File: src/rtl/ps2_mouse_packet_cursor_tracker_macros.svh
// Assertion helpers used by the tracker RTL.
`ifndef PS2_MOUSE_PACKET_CURSOR_TRACKER_MACROS_SVH
`define PS2_MOUSE_PACKET_CURSOR_TRACKER_MACROS_SVH

// Same-cycle implication, masked while reset is high.
`define PS2MCT_ASSERT(lbl, clk, rst, cond, prop, msg) \
   lbl: assert property (@(posedge clk) disable iff (rst) (cond) |-> (prop)) \
      else $error(msg);

// Next-cycle implication, masked while reset is high.
`define PS2MCT_ASSERT_NEXT(lbl, clk, rst, cond, prop, msg) \
   lbl: assert property (@(posedge clk) disable iff (rst) (cond) |=> (prop)) \
      else $error(msg);

`endif

File: src/rtl/ps2mct_pkg.sv
package ps2mct_pkg;

   localparam int CSR_IDX_W  = 2;
   localparam int CSR_DATA_W = 9;

   localparam logic [CSR_IDX_W-1:0] CSR_COLUMNS = 2'd0;
   localparam logic [CSR_IDX_W-1:0] CSR_ROWS    = 2'd1;

   localparam logic [CSR_DATA_W-1:0] RESET_COLUMNS = 9'd80;
   localparam logic [CSR_DATA_W-1:0] RESET_ROWS    = 9'd25;
   localparam logic [7:0]            RESET_POS_X   = 8'd40;
   localparam logic [7:0]            RESET_POS_Y   = 8'd12;

   // controller status bits
   localparam int STAT_READY_BIT = 0;
   localparam int STAT_AUX_BIT   = 5;

   // packet header bits
   localparam int HDR_LEFT_BIT  = 0;
   localparam int HDR_RIGHT_BIT = 1;
   localparam int HDR_SYNC_BIT  = 3;
   localparam int HDR_XSIGN_BIT = 4;
   localparam int HDR_YSIGN_BIT = 5;

   typedef enum logic [1:0] {
      PH_HEADER = 2'd0,
      PH_DX     = 2'd1,
      PH_DY     = 2'd2
   } phase_type;

   typedef enum logic [1:0] {
      ST_ACCEPTED    = 2'd0,
      ST_NOT_READY   = 2'd1,
      ST_NOT_AUX     = 2'd2,
      ST_OUT_OF_SYNC = 2'd3
   } byte_status_type;

   typedef struct packed {
      phase_type  phase;
      logic [7:0] header;
      logic [7:0] dx_byte;
      logic       left;
      logic       right;
   } pkt_state_type;

   typedef struct packed {
      byte_status_type byte_status;
      logic            packet_done;
      logic [7:0]      cursor_x;
      logic [7:0]      cursor_y;
      logic            left_pressed;
      logic            right_pressed;
   } rsp_word_type;

endpackage

File: src/rtl/ps2mct_req_if.sv
interface ps2mct_req_if;
   logic       valid;
   logic       ready;
   logic [7:0] status_byte;
   logic [7:0] data_byte;

   modport source (output valid, output status_byte, output data_byte, input ready);
   modport sink (input valid, input status_byte, input data_byte, output ready);
endinterface

File: src/rtl/ps2mct_rsp_if.sv
interface ps2mct_rsp_if;
   logic       valid;
   logic       ready;
   logic [1:0] byte_status;
   logic       packet_done;
   logic [7:0] cursor_x;
   logic [7:0] cursor_y;
   logic       left_pressed;
   logic       right_pressed;

   modport source (
      output valid, output byte_status, output packet_done, output cursor_x,
      output cursor_y, output left_pressed, output right_pressed, input ready
   );
   modport sink (
      input valid, input byte_status, input packet_done, input cursor_x,
      input cursor_y, input left_pressed, input right_pressed, output ready
   );
endinterface

File: src/rtl/ps2_mouse_packet_cursor_tracker.sv
// Path: an accepted word loads the input register, then the result register, from
// which the response channel takes it; a stall can hold the word in between.
// Throughput: one word per cycle unless the response side stalls; the packet state
// updates once per word as it moves from the input to the result register.
// Reset (synchronous, active high): both stages empty, phase at header, cursor at
// 40/12, buttons released, screen 80 columns by 25 rows.
`include "ps2_mouse_packet_cursor_tracker_macros.svh"

module ps2_mouse_packet_cursor_tracker #(
   parameter int COORD_WIDTH = 8
) (
   input  logic                                 clock,
   input  logic                                 reset,
   ps2mct_req_if.sink                           req_chan,
   ps2mct_rsp_if.source                         rsp_chan,
   input  logic                                 csr_wr_en,
   input  logic [ps2mct_pkg::CSR_IDX_W-1:0]     csr_index,
   input  logic [ps2mct_pkg::CSR_DATA_W-1:0]    csr_wdata
);

   // positions never exceed 255, so storage stops at 8 bits
   localparam int POS_W = (COORD_WIDTH > 8) ? 8 : COORD_WIDTH;

   logic [ps2mct_pkg::CSR_DATA_W-1:0] cols_ff;
   logic [ps2mct_pkg::CSR_DATA_W-1:0] rows_ff;

   logic       s1_valid_ff;
   logic [7:0] s1_status_ff;
   logic [7:0] s1_data_ff;

   ps2mct_pkg::pkt_state_type state_ff;
   ps2mct_pkg::pkt_state_type state_in;
   logic [POS_W-1:0]          pos_x_ff;
   logic [POS_W-1:0]          pos_y_ff;
   logic [POS_W-1:0]          pos_x_in;
   logic [POS_W-1:0]          pos_y_in;

   logic                      rsp_valid_ff;
   ps2mct_pkg::rsp_word_type  rsp_word_ff;
   ps2mct_pkg::rsp_word_type  rsp_word_in;

   logic s2_ready;
   logic s1_fire;

   assign s2_ready       = !rsp_valid_ff || rsp_chan.ready;
   assign s1_fire        = s1_valid_ff && s2_ready;
   assign req_chan.ready = !s1_valid_ff || s2_ready;

   always_ff @(posedge clock) begin
      if (reset) begin
         cols_ff <= ps2mct_pkg::RESET_COLUMNS;
         rows_ff <= ps2mct_pkg::RESET_ROWS;
      end else if (csr_wr_en) begin
         if (csr_index == ps2mct_pkg::CSR_COLUMNS) cols_ff <= csr_wdata;
         else if (csr_index == ps2mct_pkg::CSR_ROWS) rows_ff <= csr_wdata;
      end
   end

   always_ff @(posedge clock) begin
      if (reset) begin
         s1_valid_ff <= 1'b0;
      end else if (req_chan.ready) begin
         s1_valid_ff <= req_chan.valid;
      end
   end

   always_ff @(posedge clock) begin
      if (req_chan.ready && req_chan.valid) begin
         s1_status_ff <= req_chan.status_byte;
         s1_data_ff   <= req_chan.data_byte;
      end
   end

   ps2mct_step #(
      .POS_W (POS_W)
   ) u_step (
      .status_byte (s1_status_ff),
      .data_byte   (s1_data_ff),
      .cur_state   (state_ff),
      .cur_pos_x   (pos_x_ff),
      .cur_pos_y   (pos_y_ff),
      .columns     (cols_ff),
      .rows        (rows_ff),
      .nxt_state   (state_in),
      .nxt_pos_x   (pos_x_in),
      .nxt_pos_y   (pos_y_in),
      .rsp_word    (rsp_word_in)
   );

   always_ff @(posedge clock) begin
      if (reset) begin
         state_ff.phase   <= ps2mct_pkg::PH_HEADER;
         state_ff.header  <= 8'd0;
         state_ff.dx_byte <= 8'd0;
         state_ff.left    <= 1'b0;
         state_ff.right   <= 1'b0;
         pos_x_ff         <= POS_W'(ps2mct_pkg::RESET_POS_X);
         pos_y_ff         <= POS_W'(ps2mct_pkg::RESET_POS_Y);
      end else if (s1_fire) begin
         state_ff <= state_in;
         pos_x_ff <= pos_x_in;
         pos_y_ff <= pos_y_in;
      end
   end

   always_ff @(posedge clock) begin
      if (reset) begin
         rsp_valid_ff <= 1'b0;
      end else if (s2_ready) begin
         rsp_valid_ff <= s1_valid_ff;
      end
   end

   always_ff @(posedge clock) begin
      if (s1_fire) rsp_word_ff <= rsp_word_in;
   end

   assign rsp_chan.valid         = rsp_valid_ff;
   assign rsp_chan.byte_status   = rsp_word_ff.byte_status;
   assign rsp_chan.packet_done   = rsp_word_ff.packet_done;
   assign rsp_chan.cursor_x      = rsp_word_ff.cursor_x;
   assign rsp_chan.cursor_y      = rsp_word_ff.cursor_y;
   assign rsp_chan.left_pressed  = rsp_word_ff.left_pressed;
   assign rsp_chan.right_pressed = rsp_word_ff.right_pressed;

   // a parked word in the input register must not change under a stall
   `PS2MCT_ASSERT_NEXT(a_s1_hold, clock, reset, s1_valid_ff && !s2_ready,
      s1_valid_ff && $stable(s1_status_ff) && $stable(s1_data_ff),
      "input register changed while stalled")

   // completing a packet returns to the header phase and flags the result
   `PS2MCT_ASSERT_NEXT(a_done_phase, clock, reset, s1_fire && rsp_word_in.packet_done,
      state_ff.phase == ps2mct_pkg::PH_HEADER && rsp_valid_ff && rsp_word_ff.packet_done,
      "packet completion out of step with phase")

   // the result just loaded reports the position it left behind
   `PS2MCT_ASSERT_NEXT(a_cursor_track, clock, reset, s1_fire,
      rsp_valid_ff && rsp_word_ff.cursor_x == 8'(pos_x_ff)
         && rsp_word_ff.cursor_y == 8'(pos_y_ff),
      "reported cursor differs from held position")

endmodule

File: src/rtl/ps2mct_step.sv
module ps2mct_step #(
   parameter int POS_W = 8
) (
   input  logic [7:0]                              status_byte,
   input  logic [7:0]                              data_byte,
   input  ps2mct_pkg::pkt_state_type               cur_state,
   input  logic [POS_W-1:0]                        cur_pos_x,
   input  logic [POS_W-1:0]                        cur_pos_y,
   input  logic [ps2mct_pkg::CSR_DATA_W-1:0]       columns,
   input  logic [ps2mct_pkg::CSR_DATA_W-1:0]       rows,
   output ps2mct_pkg::pkt_state_type               nxt_state,
   output logic [POS_W-1:0]                        nxt_pos_x,
   output logic [POS_W-1:0]                        nxt_pos_y,
   output ps2mct_pkg::rsp_word_type                rsp_word
);

   localparam logic [7:0] CAP = 8'((1 << POS_W) - 1);

   // dim 0 acts as 1, above 256 as 256; limit is dim - 1 capped to the coordinate range
   function automatic logic [7:0] grid_limit(input logic [ps2mct_pkg::CSR_DATA_W-1:0] dim);
      logic [ps2mct_pkg::CSR_DATA_W-1:0] d;
      logic [7:0]                        lim;
      d = dim;
      if (d == 9'd0) d = 9'd1;
      if (d > 9'd256) d = 9'd256;
      lim = 8'(d - 9'd1);
      if (lim > CAP) lim = CAP;
      return lim;
   endfunction

   function automatic logic [POS_W-1:0] clamp_pos(input logic signed [10:0] v,
                                                  input logic [7:0] lim);
      logic [POS_W-1:0] r;
      if (v < 0) r = '0;
      else if (v > $signed(11'(lim))) r = POS_W'(lim);
      else r = POS_W'(v);
      return r;
   endfunction

   logic              byte_ok;
   logic signed [10:0] dx_s;
   logic signed [10:0] dy_s;
   logic signed [10:0] sum_x;
   logic signed [10:0] sum_y;
   ps2mct_pkg::phase_type phase_in;
   ps2mct_pkg::byte_status_type code;
   logic              done;

   assign byte_ok = status_byte[ps2mct_pkg::STAT_READY_BIT]
                 && status_byte[ps2mct_pkg::STAT_AUX_BIT];

   assign dx_s  = 11'($signed({cur_state.header[ps2mct_pkg::HDR_XSIGN_BIT],
                                cur_state.dx_byte}));
   assign dy_s  = 11'($signed({cur_state.header[ps2mct_pkg::HDR_YSIGN_BIT], data_byte}));
   assign sum_x = $signed(11'(cur_pos_x)) + dx_s;
   assign sum_y = $signed(11'(cur_pos_y)) - dy_s;

   // next phase
   always_comb begin
      phase_in = cur_state.phase;
      if (byte_ok) begin
         case (cur_state.phase)
            ps2mct_pkg::PH_DX: phase_in = ps2mct_pkg::PH_DY;
            ps2mct_pkg::PH_DY: phase_in = ps2mct_pkg::PH_HEADER;
            default: begin
               phase_in = data_byte[ps2mct_pkg::HDR_SYNC_BIT] ? ps2mct_pkg::PH_DX
                                                              : ps2mct_pkg::PH_HEADER;
            end
         endcase
      end
   end

   // datapath and status
   always_comb begin
      nxt_state       = cur_state;
      nxt_state.phase = phase_in;
      nxt_pos_x       = cur_pos_x;
      nxt_pos_y       = cur_pos_y;
      code            = ps2mct_pkg::ST_ACCEPTED;
      done            = 1'b0;
      if (!status_byte[ps2mct_pkg::STAT_READY_BIT]) begin
         code = ps2mct_pkg::ST_NOT_READY;
      end else if (!status_byte[ps2mct_pkg::STAT_AUX_BIT]) begin
         code = ps2mct_pkg::ST_NOT_AUX;
      end else begin
         case (cur_state.phase)
            ps2mct_pkg::PH_DX: begin
               nxt_state.dx_byte = data_byte;
            end
            ps2mct_pkg::PH_DY: begin
               nxt_pos_x       = clamp_pos(sum_x, grid_limit(columns));
               nxt_pos_y       = clamp_pos(sum_y, grid_limit(rows));
               nxt_state.left  = cur_state.header[ps2mct_pkg::HDR_LEFT_BIT];
               nxt_state.right = cur_state.header[ps2mct_pkg::HDR_RIGHT_BIT];
               done            = 1'b1;
            end
            default: begin
               if (data_byte[ps2mct_pkg::HDR_SYNC_BIT]) nxt_state.header = data_byte;
               else code = ps2mct_pkg::ST_OUT_OF_SYNC;
            end
         endcase
      end
   end

   assign rsp_word.byte_status   = code;
   assign rsp_word.packet_done   = done;
   assign rsp_word.cursor_x      = 8'(nxt_pos_x);
   assign rsp_word.cursor_y      = 8'(nxt_pos_y);
   assign rsp_word.left_pressed  = nxt_state.left;
   assign rsp_word.right_pressed = nxt_state.right;

endmodule

File: src/flat_wrapper.sv
// flat-port wrapper written by rule: the top's interface ports become plain ports
module ps2_mouse_packet_cursor_tracker_flat 
#(
   parameter int COORD_WIDTH = 8
)
  (clock, reset, csr_wr_en, csr_index, csr_wdata, req_chan_valid, req_chan_status_byte, req_chan_data_byte, req_chan_ready, rsp_chan_valid, rsp_chan_byte_status, rsp_chan_packet_done, rsp_chan_cursor_x, rsp_chan_cursor_y, rsp_chan_left_pressed, rsp_chan_right_pressed, rsp_chan_ready);
  ps2mct_req_if req_chan_i ();
  ps2mct_rsp_if rsp_chan_i ();
  input  logic clock;
  input  logic reset;
  input  logic csr_wr_en;
  input  logic [ps2mct_pkg::CSR_IDX_W-1:0] csr_index;
  input  logic [ps2mct_pkg::CSR_DATA_W-1:0] csr_wdata;
  input wire logic [$bits(req_chan_i.valid)-1:0] req_chan_valid;
  input wire logic [$bits(req_chan_i.status_byte)-1:0] req_chan_status_byte;
  input wire logic [$bits(req_chan_i.data_byte)-1:0] req_chan_data_byte;
  output wire logic [$bits(req_chan_i.ready)-1:0] req_chan_ready;
  output wire logic [$bits(rsp_chan_i.valid)-1:0] rsp_chan_valid;
  output wire logic [$bits(rsp_chan_i.byte_status)-1:0] rsp_chan_byte_status;
  output wire logic [$bits(rsp_chan_i.packet_done)-1:0] rsp_chan_packet_done;
  output wire logic [$bits(rsp_chan_i.cursor_x)-1:0] rsp_chan_cursor_x;
  output wire logic [$bits(rsp_chan_i.cursor_y)-1:0] rsp_chan_cursor_y;
  output wire logic [$bits(rsp_chan_i.left_pressed)-1:0] rsp_chan_left_pressed;
  output wire logic [$bits(rsp_chan_i.right_pressed)-1:0] rsp_chan_right_pressed;
  input wire logic [$bits(rsp_chan_i.ready)-1:0] rsp_chan_ready;
  assign req_chan_i.valid = req_chan_valid;
  assign req_chan_i.status_byte = req_chan_status_byte;
  assign req_chan_i.data_byte = req_chan_data_byte;
  assign req_chan_ready = req_chan_i.ready;
  assign rsp_chan_valid = rsp_chan_i.valid;
  assign rsp_chan_byte_status = rsp_chan_i.byte_status;
  assign rsp_chan_packet_done = rsp_chan_i.packet_done;
  assign rsp_chan_cursor_x = rsp_chan_i.cursor_x;
  assign rsp_chan_cursor_y = rsp_chan_i.cursor_y;
  assign rsp_chan_left_pressed = rsp_chan_i.left_pressed;
  assign rsp_chan_right_pressed = rsp_chan_i.right_pressed;
  assign rsp_chan_i.ready = rsp_chan_ready;
  ps2_mouse_packet_cursor_tracker #(.COORD_WIDTH(COORD_WIDTH)) u_core (.clock(clock), .reset(reset), .req_chan(req_chan_i), .rsp_chan(rsp_chan_i), .csr_wr_en(csr_wr_en), .csr_index(csr_index), .csr_wdata(csr_wdata));
endmodule
File: config.mk
export PLATFORM = sky130hd
export DESIGN_NAME = ps2_mouse_packet_cursor_tracker_flat
export DESIGN_NICKNAME = d
export VERILOG_FILES = /design/src/rtl/ps2mct_pkg.sv /design/src/rtl/ps2mct_req_if.sv /design/src/rtl/ps2mct_rsp_if.sv /design/src/rtl/ps2_mouse_packet_cursor_tracker.sv /design/src/rtl/ps2mct_step.sv /design/src/flat_wrapper.sv
export VERILOG_INCLUDE_DIRS = /design/src /design/src/rtl
export SDC_FILE = /design/constraint.sdc
export NUM_CORES = 1
export LEC_CHECK = 0
export ABC_AREA = 1
export BUFFER_PORTS_ARGS = -buffer_cell sky130_fd_sc_hd__buf_2
export CAP_MARGIN = 10
export CORE_ASPECT_RATIO = 0.9
export CORE_MARGIN = 1.5
export CORE_UTILIZATION = 61
export CTS_CLUSTER_SIZE = 20
export DETAILED_ROUTE_END_ITERATION = 12
export PLACE_DENSITY = 0.86
export SLEW_MARGIN = 20
export SYNTH_ARGS = -nofsm -noshare
export SYNTH_HDL_FRONTEND = slang
export SYNTH_HIERARCHICAL = 1
export SYNTH_SLANG_ARGS = --single-unit
File: constraint.sdc
create_clock -name clock -period 3.2 [get_ports clock]
set_input_delay 0.96 -clock clock [delete_from_list [all_inputs] [get_ports clock]]
set_output_delay 0.96 -clock clock [all_outputs]
set_load 0.05 [all_outputs]
* Word level (Yosys, flattened, before mapping)
Cells that the tools add are included.
** Cells by class
- $add $sub $neg :: 4
- Magnitude comparators :: 8
- Eq/ne operators :: 3
- Muxes and demuxes :: 43
- Bitwise gates (word level) :: 2
- Reduce and logical (&&, ||, !) cells :: 17
** Operators with widths (count)
- two-way mux 8 bit :: 26
- two-way mux 9 bit :: 8
- greater-than comparator 10 x 9 -> 1 bit :: 2
- less-than comparator 10 x 1 -> 1 bit (second input constant) :: 2
- greater-than comparator 9 bit (second input constant) :: 2
- logical NOT 9 bit :: 2
- greater-than comparator 8 bit (second input constant) :: 2
- subtractor 8 x 1 -> 8 bit (second input constant) :: 2
- two-way mux 2 bit :: 6
- adder 9 x 9 -> 10 bit :: 1
- subtractor 9 x 9 -> 10 bit :: 1
- AND reduction 2 bit :: 3
- AND reduction 5 bit :: 1
- == test 2 x 1 -> 1 bit (second input constant) :: 2
- one-hot mux 2 bit (2 select lines) :: 1
- AND reduction 4 bit :: 1
- logical AND 1 bit :: 3
- AND reduction 3 bit :: 1
- == test 2 bit (second input constant) :: 1
- logical NOT 1 bit :: 2
- logical NOT 2 bit :: 1
- logical OR 1 bit :: 2
- two-way mux 1 bit :: 2
- NOT 1 bit :: 2
- OR reduction 2 bit :: 1
** Word-level totals
- Flip-flop bits (word level) :: 91
- Input bits :: 32
- Output and inout bits :: 23

* Longest topological paths before layout
- Word-level depth :: 22
- Gate-level depth with buffers :: 24

* Hierarchy
Netlist, hierarchy kept.
** Modules (own cells, without submodules)
- ps2_mouse_packet_cursor_tracker :: instances 1, cells an instance 384, area an instance 3529.6 um2
- ps2mct_step :: instances 1, cells an instance 471, area an instance 2562.5 um2

* Worst setup path after synthesis
OpenSTA, ideal clock, no wires.
- Path kind :: flip-flop to flip-flop
- Start :: reg u_core/rows_ff[1] (netlist bit)
- End :: reg u_core.rsp_word_ff, in the netlist u_core/rsp_chan.cursor_y[6] (data pin)
- Library setup time :: 0.251 ns
- Arrival :: 2.614 ns
- Required time :: 2.949 ns
- Path slack :: 0.335 ns
- Stages on the path, launching flop included :: 21
- Clock period less this slack :: 2.865 ns
- Path through :: dfxtp_1 nor2_2 nand2_1 o21ai_4 inv_1 nor2_1 inv_1 ha_1 nand2_1 xnor2_1 ha_1 nand2_1 o21ai_0 nor2_1 o211ai_1 inv_1 nand2_2 nand3_1 nand3_1 nand2_1 buf_4
** Between the ends
- Word-level cells in the longest chain between the ends :: 22
** RTL lines
- start: declaration :: line ps2_mouse_packet_cursor_tracker.sv:25 : logic [ps2mct_pkg::CSR_DATA_W-1:0] rows_ff;
- start signal: assignment :: line ps2_mouse_packet_cursor_tracker.sv:52 : rows_ff <= ps2mct_pkg::RESET_ROWS;
- start signal: assignment :: line ps2_mouse_packet_cursor_tracker.sv:55 : else if (csr_index == ps2mct_pkg::CSR_ROWS) rows_ff <= csr_wdata;
- logical NOT 9 bit :: line ps2mct_step.sv:24 : if (d == 9'd0) d = 9'd1;
- two-way mux 9 bit * :: line ps2mct_step.sv:24
- two-way mux 9 bit * :: line ps2mct_step.sv:86 : case (cur_state.phase)
- two-way mux 9 bit * :: line ps2mct_step.sv:83 : end else if (!status_byte[ps2mct_pkg::STAT_AUX_BIT]) begin
- two-way mux 9 bit * :: line ps2mct_step.sv:81 : if (!status_byte[ps2mct_pkg::STAT_READY_BIT]) begin
- greater-than comparator 9 bit :: line ps2mct_step.sv:25 : if (d > 9'd256) d = 9'd256;
- two-way mux 8 bit * :: line ps2mct_step.sv:25
- two-way mux 8 bit * :: line ps2mct_step.sv:86
- (+7 left out)
- two-way mux 8 bit * :: line ps2mct_step.sv:81
- greater-than comparator 10 x 9 -> 1 bit :: line ps2mct_step.sv:35 : else if (v > $signed(11'(lim))) r = POS_W'(lim);
- two-way mux 8 bit * :: line ps2mct_step.sv:35
- two-way mux 8 bit * :: line ps2mct_step.sv:34 : if (v < 0) r = '0;
- two-way mux 8 bit * :: line ps2mct_step.sv:86
- two-way mux 8 bit * :: line ps2mct_step.sv:83
- two-way mux 8 bit * :: line ps2mct_step.sv:81
- named net u_core.pos_y_in[6] :: line ps2_mouse_packet_cursor_tracker.sv:36 : logic [POS_W-1:0] pos_y_in;
- end signal: assignment :: line ps2_mouse_packet_cursor_tracker.sv:115 : if (s1_fire) rsp_word_ff <= rsp_word_in;
- end: declaration :: line ps2_mouse_packet_cursor_tracker.sv:39 : ps2mct_pkg::rsp_word_type rsp_word_ff;
Mark *: on every way through the listed nets, which the timed path passes. The rest lies on a longest branch. The select of a mux whose other input is x is not followed.
A chain may end at the register's enable or synchronous reset.

* Final worst setup path
- Start :: reg u_core.s1_data_ff[0]
- End :: reg u_core.pos_y_ff[1]
** Between the ends
- Word-level cells in the longest chain between the ends :: 7
- Elaborated cells between the ends (all ways) :: 8
** RTL lines
- start: declaration :: line ps2_mouse_packet_cursor_tracker.sv:29 : logic [7:0] s1_data_ff;
- start signal: assignment :: line ps2_mouse_packet_cursor_tracker.sv:70 : s1_data_ff <= req_chan.data_byte;
- subtractor 9 x 9 -> 10 bit * :: line ps2mct_step.sv:56 : assign sum_y = $signed(11'(cur_pos_y)) - dy_s;
- greater-than comparator 10 x 9 -> 1 bit :: line ps2mct_step.sv:35
- two-way mux 8 bit :: line ps2mct_step.sv:35
- two-way mux 8 bit * :: line ps2mct_step.sv:34
- two-way mux 8 bit * :: line ps2mct_step.sv:86
- two-way mux 8 bit * :: line ps2mct_step.sv:83
- two-way mux 8 bit * :: line ps2mct_step.sv:81
- named net u_core.pos_y_in[1] :: line ps2_mouse_packet_cursor_tracker.sv:36
- end signal: assignment :: line ps2_mouse_packet_cursor_tracker.sv:98 : pos_y_ff <= POS_W'(ps2mct_pkg::RESET_POS_Y);
- end signal: assignment :: line ps2_mouse_packet_cursor_tracker.sv:102 : pos_y_ff <= pos_y_in;
- end: declaration :: line ps2_mouse_packet_cursor_tracker.sv:34 : logic [POS_W-1:0] pos_y_ff;
Mark *: on every way through the listed nets, which the timed path passes. The rest lies on a longest branch.

==> reports/results.ini <==
[worst_setup_path]
crit_path_max_incr_delay_ps=480
critPathTopFamily=adder cells
start_kind=flop
crit_required_ps=3460
crit_path_top_delay_cell=edfxtp_1
path_cells=ha_4, fa_2, inv_2, nand3_2, nand2_4, a31o_4, xor2_2, ha_1, nand2_2, inv_2, a41oi_4, buf_4, nand3_1, nand3_2, nand2_2, inv_1, nand3_1, nand2_1, nor2_1
worstSetupEndpointType=flop
worstSetupPathType=flop to flop
path_max_fanout=7
crit_buf_inv=4
crit_arrival_ps=3470

[floorplan]
dieHeight_um=94.81
rows=33
die_w_um=105.0
initial_utilization_pct=62.61
core_sq_um=9125
ios=55
die-area_sq_um=9956

[min_path]
hp-class=flop to flop

[placement]
io_buffers=48
postPlaceCellArea_sq_um=5857
place_congestion=0.9542
dp_hpwl_mm=9.539

[cells_and_area]
final_area_sq_um=6585
drive_gt1_share_pct=23.00
nets=926
diodes=0
syn2layout_area_growth_pct=15.27
final_util_pct=72.17

[cts]
htreeDepth=3
clock_latency_ps=360
cts_sinks=83
numCtsBuffers=9
cts_root_buffer=clkbuf_8
cts_tree=yes
cts-hold-fix-buffers=0
cts_buffer_depth=2
path_clk_slew_ps=90

[global_routing]
grt.total_usage_pct=27.22
use_met3_pct=4.969
grt_pass1_vias=4851
grtUsageMet2_pct=47.55
grt-busiest-layer=met2
antenna_found_initial=0
overflow=0
grt_max_degree=62
grtUsageMet1_pct=34.58
grt_pass1_wl_mm=21.77

[timing]
skew_ps=15.11
finalHoldViolations=0
clock.fmax_ghz=0.3111
hold_ws_ps=500.4
tightest_slew_ps=980.1
fin_ws_ps=-14.89
tns_ps=-14.89
drv_slew=0
slew_headroom_pct=34.59
layout_worst_path_cycle_share_pct=100.5
rsz0062_at_grt=yes
final.min_clock_period_ps=3215
setup_viol=1

[pwr]
ir_worst_vdd_v=0.0002523
power.leakage_uw=0.003213
power_uw=3006
p_seq_share_pct=40.6
pwr-share-clk_pct=26.3
combPwrFrac_pct=33.1
p_int_uw=1904
swShare_pct=36.66
power_density_nw_per_um2=456.4
p_switching_uw=1102

[logic_synthesis]
synth_warnings=6
syn_area_sq_um=5713
syn_nets=887
netlist_instances=817
syn_area_per_cell_sq_um=6.993

[status]
violations=negative setup slack
status=finished, violations left

[drt]
drc_errors=0
wl_per_cell_um=14.59
drt_iter0_markers=491
firstDrtPassIters=6
drt-vias-per-instance=5.586
dr_total_vias=5491
ant_nets=0
wl_mm=14.35

[flow_run]
cap_violations=0

-- flip-flops by register name (all words and copies together) (netlist names) --
name                           count
u_core/state_ff                   16
u_core/cols_ff                     9
u_core/rows_ff                     9
u_core/pos_x_ff                    8
u_core/pos_y_ff                    8
u_core/rsp_chan.cursor_x           8
u_core/rsp_chan.cursor_y           8
u_core/s1_data_ff                  8
u_core/rsp_chan.byte_status        2
u_core/s1_status_ff                2
u_core/rsp_chan.left_pressed       1
u_core/rsp_chan.packet_done        1
u_core/rsp_chan.right_pressed      1
u_core/rsp_chan.valid              1
u_core/s1_valid_ff                 1
-- power by group through the flow --
stage / clock network, uW / logic (uW) / registers (uW)
2_1_floorplan: 0 / 600 / 1270
4_1_cts: 800 / 809 / 1210
6_report: 792 / 995 / 1220
5_1_grt: 848 / 1090 / 1230
3_3_place_gp: 0 / 751 / 1230
3_5_place_dp: 0 / 791 / 1230
-- cells in the final DEF, fill, tap and decap left out, types with 3 or more instances in the layout --
master and count:
nand3_2 7, ha_4 8, inv_1 109, o21bai_1 4, nand2_2 25, nand4_1 8
xor2_2 4, nor2_1 65, ha_1 26, inv_2 14, a21oi_2 4, inv_6 4
o21ai_0 19, xor2_1 9, buf_6 3, nand2_1 203, buf_2 48, a21oi_1 47
nor2_4 5, edfxtp_1 31, xnor2_1 5, buf_4 21, dfxtp_1 40, clkbuf_8 9
nor2_2 10, nand2_4 4, dfxtp_2 12, nand3_1 89
-- per-stage QoR --
step / worst slack, ps / instances
2_1_floorplan: 335.4 / 817
3_3_place_gp: 91.72 / 947
3_5_place_dp: -72.99 / 947
4_1_cts: 0.3857 / 964
5_1_grt: -182.7 / 983
6_report: -14.89 / 983
-- worst paths after layout --
| check | start | to | slack [ps] | cells after the start |
|---|---|---|---|---|
| max | u_core/s1_data_ff[0] | u_core/pos_y_ff[1] | -10 | 19 |
| min | u_core/pos_x_ff[3] | u_core/pos_x_ff[3] | 500 | 2 |
| max reg2reg | u_core/s1_data_ff[0] | u_core/pos_y_ff[1] | -10 | 19 |
| min reg2reg | u_core/pos_x_ff[3] | u_core/pos_x_ff[3] | 500 | 2 |
-- metal layers --
metal	vias up	part of all wire, %
met1	2539	40
met3	34	7.2
li1	2665	-
met4	0	2.3
met2	253	50
met5	-	0
-- area by class of cell --
cell class | count | area, sq um
clock buffer | 9 | 123.9
clock inverter | 7 | 81.33
fill | 663 | 2540
inverter | 123 | 461.7
multi-input combinational | 566 | 3327
sequential | 83 | 1987
tap | 122 | 152.6
timing repair buffer | 73 | 451.7
-- tightest hold or removal path, delay by kind of cell (launching register included) --
family | cells | cell delay, ps
AND/OR/NAND/NOR | 2 | 120
flip-flops | 1 | 340
-- repair_timing --
item	4_1_cts	5_1_grt
buffers inserted	1	18
gates resized for setup	8	94
pin swaps	3	42
setup endpoints to repair	9	32
cloned	0	1
Power figures use the tool's default switching activity.
